===== src/design/tcw_pkg.sv =====
package tcw_pkg;

  // screen geometry
  localparam int COLUMNS  = 80;
  localparam int ROWS     = 25;
  localparam int CELLS    = COLUMNS * ROWS;
  localparam int TAB_STOP = 8;

  // derived widths
  localparam int ADDR_W = $clog2(CELLS);
  localparam int COL_W  = $clog2(COLUMNS);
  localparam int ROW_W  = $clog2(ROWS);
  localparam int COLX_W = $clog2(2 * COLUMNS);
  localparam int STEP_W = $clog2(COLUMNS + 1);
  localparam int TAB_W  = $clog2(TAB_STOP);

  // fixed field widths
  localparam int FUNC_W   = 2;
  localparam int CHAR_W   = 8;
  localparam int ATTR_W   = 8;
  localparam int COL_IN_W = 7;
  localparam int ROW_IN_W = 5;
  localparam int POS_W    = 11;
  localparam int CELL_W   = CHAR_W + ATTR_W;

  // widths for saturating the requested column and row
  localparam int COLC_W = (COL_IN_W > COL_W) ? COL_IN_W : COL_W;
  localparam int ROWC_W = (ROW_IN_W > ROW_W) ? ROW_IN_W : ROW_W;

  // character codes
  localparam logic [CHAR_W-1:0] CH_NEWLINE = 8'd10;
  localparam logic [CHAR_W-1:0] CH_TAB     = 8'd9;
  localparam logic [CHAR_W-1:0] CH_SPACE   = 8'd32;

  localparam logic [ATTR_W-1:0] ATTR_RESET = 8'd7;

  // operation codes
  typedef enum logic [FUNC_W-1:0] {
    FN_PUT   = 2'd0,
    FN_SET   = 2'd1,
    FN_CLEAR = 2'd2,
    FN_READ  = 2'd3
  } tcw_func_t;

  // controller to datapath
  typedef struct packed {
    logic load;
    logic exec;
    logic copy;
    logic fill;
    logic fill_zero;
    logic finish;
  } tcw_cmd_t;

  // datapath to controller
  typedef struct packed {
    logic op_read;
    logic op_clear;
    logic scroll;
    logic copy_last;
    logic fill_last;
  } tcw_status_t;

endpackage


===== src/design/tcw_ctrl.sv =====
module tcw_ctrl (
  input  logic                 clk,
  input  logic                 rst,
  input  logic                 start,
  input  tcw_pkg::tcw_status_t st,
  output tcw_pkg::tcw_cmd_t    cmd,
  output logic                 busy
);
  import tcw_pkg::*;

  typedef enum logic [5:0] {
    S_INIT  = 6'b000001,
    S_IDLE  = 6'b000010,
    S_EXEC  = 6'b000100,
    S_READ  = 6'b001000,
    S_COPY  = 6'b010000,
    S_BLANK = 6'b100000
  } tcw_state_t;

  tcw_state_t state;
  tcw_state_t state_next;

  // state register
  always_ff @(posedge clk) begin
    if (rst) begin
      state <= S_INIT;
    end else begin
      state <= state_next;
    end
  end

  // sequencing of one operation
  always_comb begin
    cmd        = '0;
    state_next = state;
    case (state)
      S_INIT: begin
        cmd.fill      = 1'b1;
        cmd.fill_zero = 1'b1;
        if (st.fill_last) begin
          state_next = S_IDLE;
        end
      end
      S_IDLE: begin
        if (start) begin
          cmd.load   = 1'b1;
          state_next = S_EXEC;
        end
      end
      S_EXEC: begin
        cmd.exec = 1'b1;
        if (st.op_read) begin
          state_next = S_READ;
        end else if (st.op_clear) begin
          state_next = S_BLANK;
        end else if (st.scroll) begin
          state_next = S_COPY;
        end else begin
          cmd.finish = 1'b1;
          state_next = S_IDLE;
        end
      end
      S_READ: begin
        cmd.finish = 1'b1;
        state_next = S_IDLE;
      end
      S_COPY: begin
        cmd.copy = 1'b1;
        if (st.copy_last) begin
          state_next = S_BLANK;
        end
      end
      S_BLANK: begin
        cmd.fill = 1'b1;
        if (st.fill_last) begin
          cmd.finish = 1'b1;
          state_next = S_IDLE;
        end
      end
      default: begin
        state_next = S_IDLE;
      end
    endcase
  end

  assign busy = (state != S_IDLE);

  // a put that overflows must go on to move the rows
  a_scroll_copies: assert property (@(posedge clk) disable iff (rst)
    (state == S_EXEC && !st.op_read && !st.op_clear && st.scroll) |=> (state == S_COPY))
    else $error("overflowing put did not start the row move");

  // row move always ends in blanking the last row
  a_copy_blank: assert property (@(posedge clk) disable iff (rst)
    (state == S_COPY && st.copy_last) |=> (state == S_BLANK))
    else $error("row move did not hand over to blanking");

endmodule


===== config.mk =====
export PLATFORM = sky130hd
export DESIGN_NAME = tcw_ctrl
export DESIGN_NICKNAME = d
export VERILOG_FILES = /design/src/design/tcw_pkg.sv /design/src/design/tcw_ctrl.sv
export SDC_FILE = /design/constraint.sdc
export NUM_CORES = 1
export LEC_CHECK = 0
export ABC_AREA = 1
export BUFFER_PORTS_ARGS = -buffer_cell sky130_fd_sc_hd__buf_2
export CAP_MARGIN = 20
export CORE_MARGIN = 3
export CORE_UTILIZATION = 26
export DETAILED_ROUTE_END_ITERATION = 7
export SKIP_CTS_REPAIR_TIMING = 1
export SYNTH_ARGS = -nofsm -noshare
export SYNTH_HDL_FRONTEND = slang
export SYNTH_SLANG_ARGS = --single-unit

===== constraint.sdc =====
create_clock -name clk -period 2.43 [get_ports clk]
set_input_delay 0.729 -clock clk [delete_from_list [all_inputs] [get_ports clk]]
set_output_delay 0.729 -clock clk [all_outputs]
set_load 0.03 [all_outputs]

**After elaboration in Yosys (flattened, before gate mapping)**

Cells that the tools add are included.

- Bits in registers: 6
- Bits in latches: 0
- Memory bits (writable): 0
- Bits in read-only memories: 0
- Input port bits: 8
- Output and inout port bits: 7
- Logic and storage cells: 31
- Memories: 0

- Add/sub/neg operators: 0
- $mul: 0
- Divide/modulo/power cells: 0
- $lt $le $gt $ge: 0
- Eq/ne operators: 10
- Shift operators: 0
- Multiplexer cells: 18
- Bitwise logic cells: 0
- Reduce and logical (&&, ||, !) cells: 2

Operator list:

| cell | number |
|---|---|
| 6-bit two-way mux | 5 |
| 6-bit one-hot mux with 4 select lines | 1 |
| 1-bit two-way mux | 10 |
| 6-bit by 1-bit == test with 1-bit output, second input constant | 1 |
| 6-bit by 2-bit == test with 1-bit output, second input constant | 1 |
| 6-bit by 3-bit == test with 1-bit output, second input constant | 1 |
| 6-bit by 4-bit == test with 1-bit output, second input constant | 1 |
| 6-bit by 5-bit == test with 1-bit output, second input constant | 1 |
| 6-bit == test, second input constant | 1 |
| 6-bit by 2-bit != test with 1-bit output, second input constant | 1 |
| 5-bit two-way mux | 1 |
| 2-bit != test, second input constant | 2 |
| 1-bit one-hot mux with 3 select lines | 1 |
| 3-bit AND reduction | 1 |
| 2-bit by 1-bit != test with 1-bit output, second input constant | 1 |
| 2-bit OR reduction | 1 |

**Longest topological paths before layout**

Gate-level depths: netlist of run 1.

- Depth after elaboration: 4
- Depth in mapped cells: 9
- Depth with buffers taken out: 9

**Worst setup path after synthesis of run 1**

No wires, ideal clock.

- Path type: register to output
- Start: register state[1]
- End: output port cmd[5] in the netlist's numbering
- Arrival time: 1389 ps
- Data required time: 1701 ps
- Slack: 312 ps
- Stages on the path, launching flop included: 5
- Buffers on the path: 0
- Cell sequence: dfxtp_1 -> inv_1 -> nor2_1 -> nand3_1 -> nor2_1

RTL lines:

| what | RTL line | text |
|---|---|---|
| start: declaration | tcw_ctrl.sv:20 | `tcw_state_t state;` |
| start signal: assignment | tcw_ctrl.sv:28 | `state <= state_next;` |
| end: declaration | tcw_ctrl.sv:6 | `output tcw_pkg::tcw_cmd_t cmd,` |

==> summary.md, run 1 <==
| Metric | Value |
|---|---|
| Outcome | `finished, final reports clean` |
| CORE AREA | `0.00158 mm^2` |
| Clock transition at path regs | `roughly 50 ps` |
| Hold Violations, Final | `0` |
| Die area | `0.00227 mm^2` |
| Highest clock rate | `459 MHz` |
| Slew Viols, Final | `0` |
| Die H | `roughly 48 um` |
| Biggest regs | `state: 6 flops` |
| # diodes | `0` |
| Yosys cell types | `19` |
| Biggest register | `state` |
| Leakage | `~0.32 nW` |
| Clock skew | `7.98 ps` |
| Dpl ws | `roughly 240 ps` |
| Post-route cell area | `564 um^2` |
| Req. time, crit path | `1700 ps` |
| Mean Syn Cell Area | `just under 7 um^2` |
| Pre-antenna DRT Iters | `4` |
| CTS root buf | `clkbuf_4` |
| Pwr dens | `547 mW/mm^2` |
| Fin Setup TNS | `0 ps` |
| WP buf/inv | `2` |
| Vias per std cell | `~4.5` |
| Syn nets | `between 70 and 80` |
| Die W | `47.7 um` |
| Worst-Margin Slew | `roughly 210 ps` |
| Synth Register Bits | `6` |
| Synth warn | `0` |
| Unrepaired setup endpoints after global routing | `no` |
| Routability cong. | `roughly 0.7` |
| CTS max path bufs | `2` |
| Placed Instances | `95` |
| Clock power share | `30.5%` |
| Initial DRC count | `18` |
| Boundary pin count | `15` |
| Final wirelength | `~940 um` |
| Worst hold path type | `flop to flop` |
| VDD IR-drop max | `approximately 240 uV` |
| Final setup violation count | `0` |
| Util after Layout | `~36%` |
| Total power | `309 uW` |
| Most common cell after layout, fill and taps aside | `buf_2` |
| Share of cells above drive strength 1 | `between 40% and 50%` |
| Final worst setup slack | `between 200 and 300 ps` |
| Max incr delay on CP | `around 230 ps` |
| First-pass GRT wire length | `approximately 1.7 mm` |
| Max reg flops | `6` |
| Worst setup path class | `input pin to primary output` |
| CP delay by family, top | `buffers and inverters` |
| Gr usage total | `around 11%` |
| Row cnt | `14` |
| Slew HR | `between 80% and 90%` |
| Hold Slack | `between 500 and 600 ps` |
| Post-DR wirelength/cell | `approximately 9.6 um` |
| Critical path arrival | `1450 ps` |
| Minimum clock period | `~2200 ps` |
| H-tree levels | `1` |
| Net Sw Frac | `between 30 and 40%` |
| Num CTS Buffers | `3` |
| Part of the cycle the worst path needs | `between 80 and 90%` |
| CP Cell Sequence | `buf_2 > nor3_1 > nand2_2 > o211ai_1 > buf_2` |
| DRC viols | `0` |
| Largest net degree at the start of global routing | `7` |
| Gate Count Post-Synth | `65` |
| Initial antenna violation count | `0` |
| Dpl hpwl | `approximately 820 um` |
| Fin nets | `~90` |
| Non-Filler Instances | `98` |
| CTS tree | `built` |
| Logic pwr share | `between 30 and 40%` |
| Cell Area, Synth | `~450 um^2` |
| P_int | `~200 uW` |
| Total gr overflow | `0` |
| ANT nets after route | `0` |
| Sink Count | `6` |
| Filler cells | `178` |
| Via count | `around 440` |
| Register share of total power | `between 30% and 40%` |
| Slowest library cell on the worst path | `nor3_1` |
| Insertion delay to the later sink of the worst-skew pair | `250 ps` |
| Most common cell on crit path | `buf_2` |
| Critical-path maximum fanout | `3` |
| Crit path launch type | `input pin` |
| Psw | `~110 uW` |
| Worst Setup End Kind | `primary output` |
| Vias in the first global route | `approximately 420` |
| Sequential-to-total area share from yosys stat | `26.6%` |
| Maximum capacitance violations | `0` |
| Initial Utilization | `28.7%` |
| P&R area growth vs syn | `24.9%` |
| IO buf count | `14` |
| Most frequent cells in the layout | `14 x buf_2, 11 x inv_1, 11 x nor2_1` |
| Post-placement cell area | `542 um^2` |
## worst reg2reg max path: cells and delay by family (launching register included)
family                 cells  cell delay (ps)
buffers and inverters      1               90
flip-flops                 1              370
AND/OR/NAND/NOR            6              620
## cells in the mapped netlist
master | n | area (um^2)
inv_1 | 11 | 41.3
nor2_1 | 11 | 41.3
nand2_1 | 9 | 33.8
dfxtp_1 | 6 | 120
nand3_1 | 5 | 25.0
nand2_2 | 3 | 18.8
nand2_4 | 3 | 33.8
nand4_1 | 3 | 18.8
nor2_4 | 3 | 33.8
nor3_1 | 2 | 10.0
a21oi_1 | 1 | 5.00
and2_4 | 1 | 8.76
clkinv_4 | 1 | 8.76
inv_2 | 1 | 3.75
nand3_2 | 1 | 10.0
nor2_2 | 1 | 6.26
o211ai_1 | 1 | 7.51
o21ai_2 | 1 | 8.76
o21ai_4 | 1 | 16.3
## final timing paths
| path | startpoint | endpoint | slack [ps] | cells after the start |
|---|---|---|---|---|
| max | st[3] | cmd[0] | 250 | 5 |
| min | state[0] | state[0] | 520 | 2 |
| max reg2reg | state[1] | state[1] | 1250 | 7 |
| min reg2reg | state[0] | state[0] | 520 | 2 |
## kinds of logic (layout without fill, tap and decap cells)
family	after synthesis	count (layout)	synth area share, %
buf+inv	13	30	11.9
compound gates	4	4	8.31
simple gates	42	42	53.2
flops	6	6	26.6
## power by group through the flow
stage	combinational [mW]	sequential, mW	clock, mW
finish	0.101	0.113	0.0941
global route	0.114	0.115	0.105
CTS	0.102	0.113	0.0969
detailed placement	0.102	0.115	0
global placement	0.101	0.115	0
floorplan	0.0786	0.114	0
## per-layer routing
| metal | wire, um | GRT usage, % | part of all wire [%] | up-vias |
|---|---|---|---|---|
| li1 | - | - | - | 241 |
| met1 | 422 | 13.7 | 45 | 189 |
| met2 | 458 | 17.4 | 49 | 14 |
| met3 | 59 | 5.64 | 6.3 | 0 |
| met4 | 0 | 3.23 | 0 | 0 |
| met5 | 0 | 0 | 0 | - |
## area by class of cell
type | instances | area (um^2) | area share, %
well taps | 16 | 20.0 | 3.55
repair buffers | 14 | 70.1 | 12.4
clock buffers | 3 | 22.5 | 3.99
multi-input cells | 46 | 278 | 49.2
flip-flops and latches | 6 | 120 | 21.3
inverters | 13 | 53.8 | 9.53
No activity file was read; power rests on OpenSTA's default activity.
==> inputs of run 2 (changes only) <==
--- a/config.mk
+++ b/config.mk
@@ -7,10 +7,13 @@
 export LEC_CHECK = 0
 export ABC_AREA = 1
 export BUFFER_PORTS_ARGS = -buffer_cell sky130_fd_sc_hd__buf_2
-export CAP_MARGIN = 20
+export CAP_MARGIN = 40
+export CELL_PAD_IN_SITES_DETAIL_PLACEMENT = 2
+export CELL_PAD_IN_SITES_GLOBAL_PLACEMENT = 2
 export CORE_MARGIN = 3
 export CORE_UTILIZATION = 26
 export DETAILED_ROUTE_END_ITERATION = 7
+export PLACE_DENSITY_LB_ADDON = 0.1
 export SKIP_CTS_REPAIR_TIMING = 1
 export SYNTH_ARGS = -nofsm -noshare
 export SYNTH_HDL_FRONTEND = slang
==> run 2 against run 1 <==
Utilization unchanged. Sequential power about the same. Register-to-register slack lost 140 ps. Flip-flop and latch count unchanged. Clock power rose by 3.4%. Combinational power rose by 5%. Largest cell class unchanged.
==> summary.md, run 2 (same netlist as run 1, synthesis figures left out) <==
| Metric | Value |
|---|---|
| Critical path arrival | `roughly 1500 ps` |
| Most frequent cells in the layout | `14 x buf_2, 11 x inv_1, 11 x nor2_1` |
| CTS root buf | `clkbuf_4` |
| Clock skew | `0.943 ps` |
| Worst Setup End Kind | `primary output` |
| Worst hold path type | `flop to flop` |
| Gr usage total | `a little over an eighth` |
| Via count | `470` |
| Part of the cycle the worst path needs | `about nine tenths` |
| CTS max path bufs | `2` |
| Dpl ws | `205 ps` |
| Dpl hpwl | `between 1 and 1.5 mm` |
| Final wirelength | `1.30 mm` |
| CORE AREA | `0.00158 mm^2` |
| Outcome | `finished, final reports clean` |
| Req. time, crit path | `between 1500 and 2000 ps` |
| Largest net degree at the start of global routing | `7` |
| Final setup violation count | `0` |
| Boundary pin count | `15` |
| VDD IR-drop max | `roughly 180 uV` |
| Filler cells | `202` |
| Fin nets | `approximately 90` |
| Biggest register | `state` |
| Highest clock rate | `roughly 450 MHz` |
| CTS tree | `built` |
| Final worst setup slack | `around 220 ps` |
| Vias per std cell | `about 4.8` |
| Unrepaired setup endpoints after global routing | `no` |
| P&R area growth vs syn | `24.9%` |
| Insertion delay to the later sink of the worst-skew pair | `between 200 and 300 ps` |
| Die area | `0.00227 mm^2` |
| Worst-Margin Slew | `roughly 230 ps` |
| H-tree levels | `1` |
| Row cnt | `14` |
| Routability cong. | `roughly 0.66` |
| Initial Utilization | `between 20% and 30%` |
| Share of cells above drive strength 1 | `40.2%` |
| Slew HR | `a little over four fifths` |
| Maximum capacitance violations | `0` |
| Die W | `about 48 um` |
| DRC viols | `0` |
| First-pass GRT wire length | `2.10 mm` |
| Hold Violations, Final | `0` |
| IO buf count | `14` |
| Slew Viols, Final | `0` |
| Pre-antenna DRT Iters | `3` |
| Leakage | `approximately 0.32 nW` |
| Initial antenna violation count | `0` |
| Clock transition at path regs | `around 50 ps` |
| Total gr overflow | `0` |
| Vias in the first global route | `466` |
| Crit path launch type | `input pin` |
| Sink Count | `6` |
| Most common cell after layout, fill and taps aside | `buf_2` |
| Post-DR wirelength/cell | `13.2 um` |
| Minimum clock period | `2210 ps` |
| Worst setup path class | `input pin to primary output` |
| Fin Setup TNS | `0 ps` |
| Die H | `~48 um` |
| Pwr dens | `around 560 mW/mm^2` |
| Biggest regs | `state: 6 flops` |
| Initial DRC count | `5` |
| # diodes | `0` |
| Max reg flops | `6` |
| Critical-path maximum fanout | `3` |
| ANT nets after route | `0` |
| Num CTS Buffers | `3` |
## run 2: cell counts in the layout (fill, tap and decap cells not counted)
No cell type changed its count.
## run 2: routing by layer
| metal | GRT usage [%] | routed length (um) | vias to the layer above |
|---|---|---|---|
| met5 | 0 | 0 | - |
| li1 | - | - | 237 |
| met4 | 6.45 | 11 | 0 |
| met2 | 22.2 | 636 | 15 |
| met1 | 16.2 | 580 | 216 |
| met3 | 4.51 | 68 | 2 |
## run 2: power by group
part / total, mW / switching [mW] / internal [mW]
sequential: 0.114 / 0.00847 / 0.105
combinational: 0.106 / 0.0701 / 0.0356
clock: 0.0973 / 0.0411 / 0.0562
total: 0.317 / 0.120 / 0.197
## run 2: worst max-delay path, cell delays in order
cell,delay (ps)
buf_2,110
nor3_1,240
nand2_2,100
o211ai_1,80
buf_2,220
## run 2: path summary, 6_finish.rpt
path / start / endpoint / slack, ps / depth (start not counted)
hold / removal: state[0] / state[0] / 540 / 2
setup reg to reg: state[1] / state[1] / 1110 / 7
hold reg to reg: state[0] / state[0] / 540 / 2
setup / recovery: st[3] / cmd[0] / 220 / 5
## run 2: layout make-up
type | count | area, um^2 | area share (%)
repair buffers | 14 | 70.1 | 12.4
well taps | 16 | 20.0 | 3.55
multi-input cells | 46 | 278 | 49.2
inverters | 13 | 53.8 | 9.53
flip-flops and latches | 6 | 120 | 21.3
clock buffers | 3 | 22.5 | 3.99
## run 2: through the flow
step | power (mW) | instance area, um^2 | utilization (%) | hold slack, ps | cells
floorplan | 0.193 | 452 | - | 494 | 65
global placement | 0.218 | 542 | 34.4 | 520 | 95
detailed placement | 0.221 | 542 | 34.4 | 526 | 95
CTS | 0.322 | 564 | 35.8 | 542 | 98
global route | 0.340 | 564 | 35.8 | 582 | 98
finish | 0.317 | 564 | 35.8 | 538 | 98
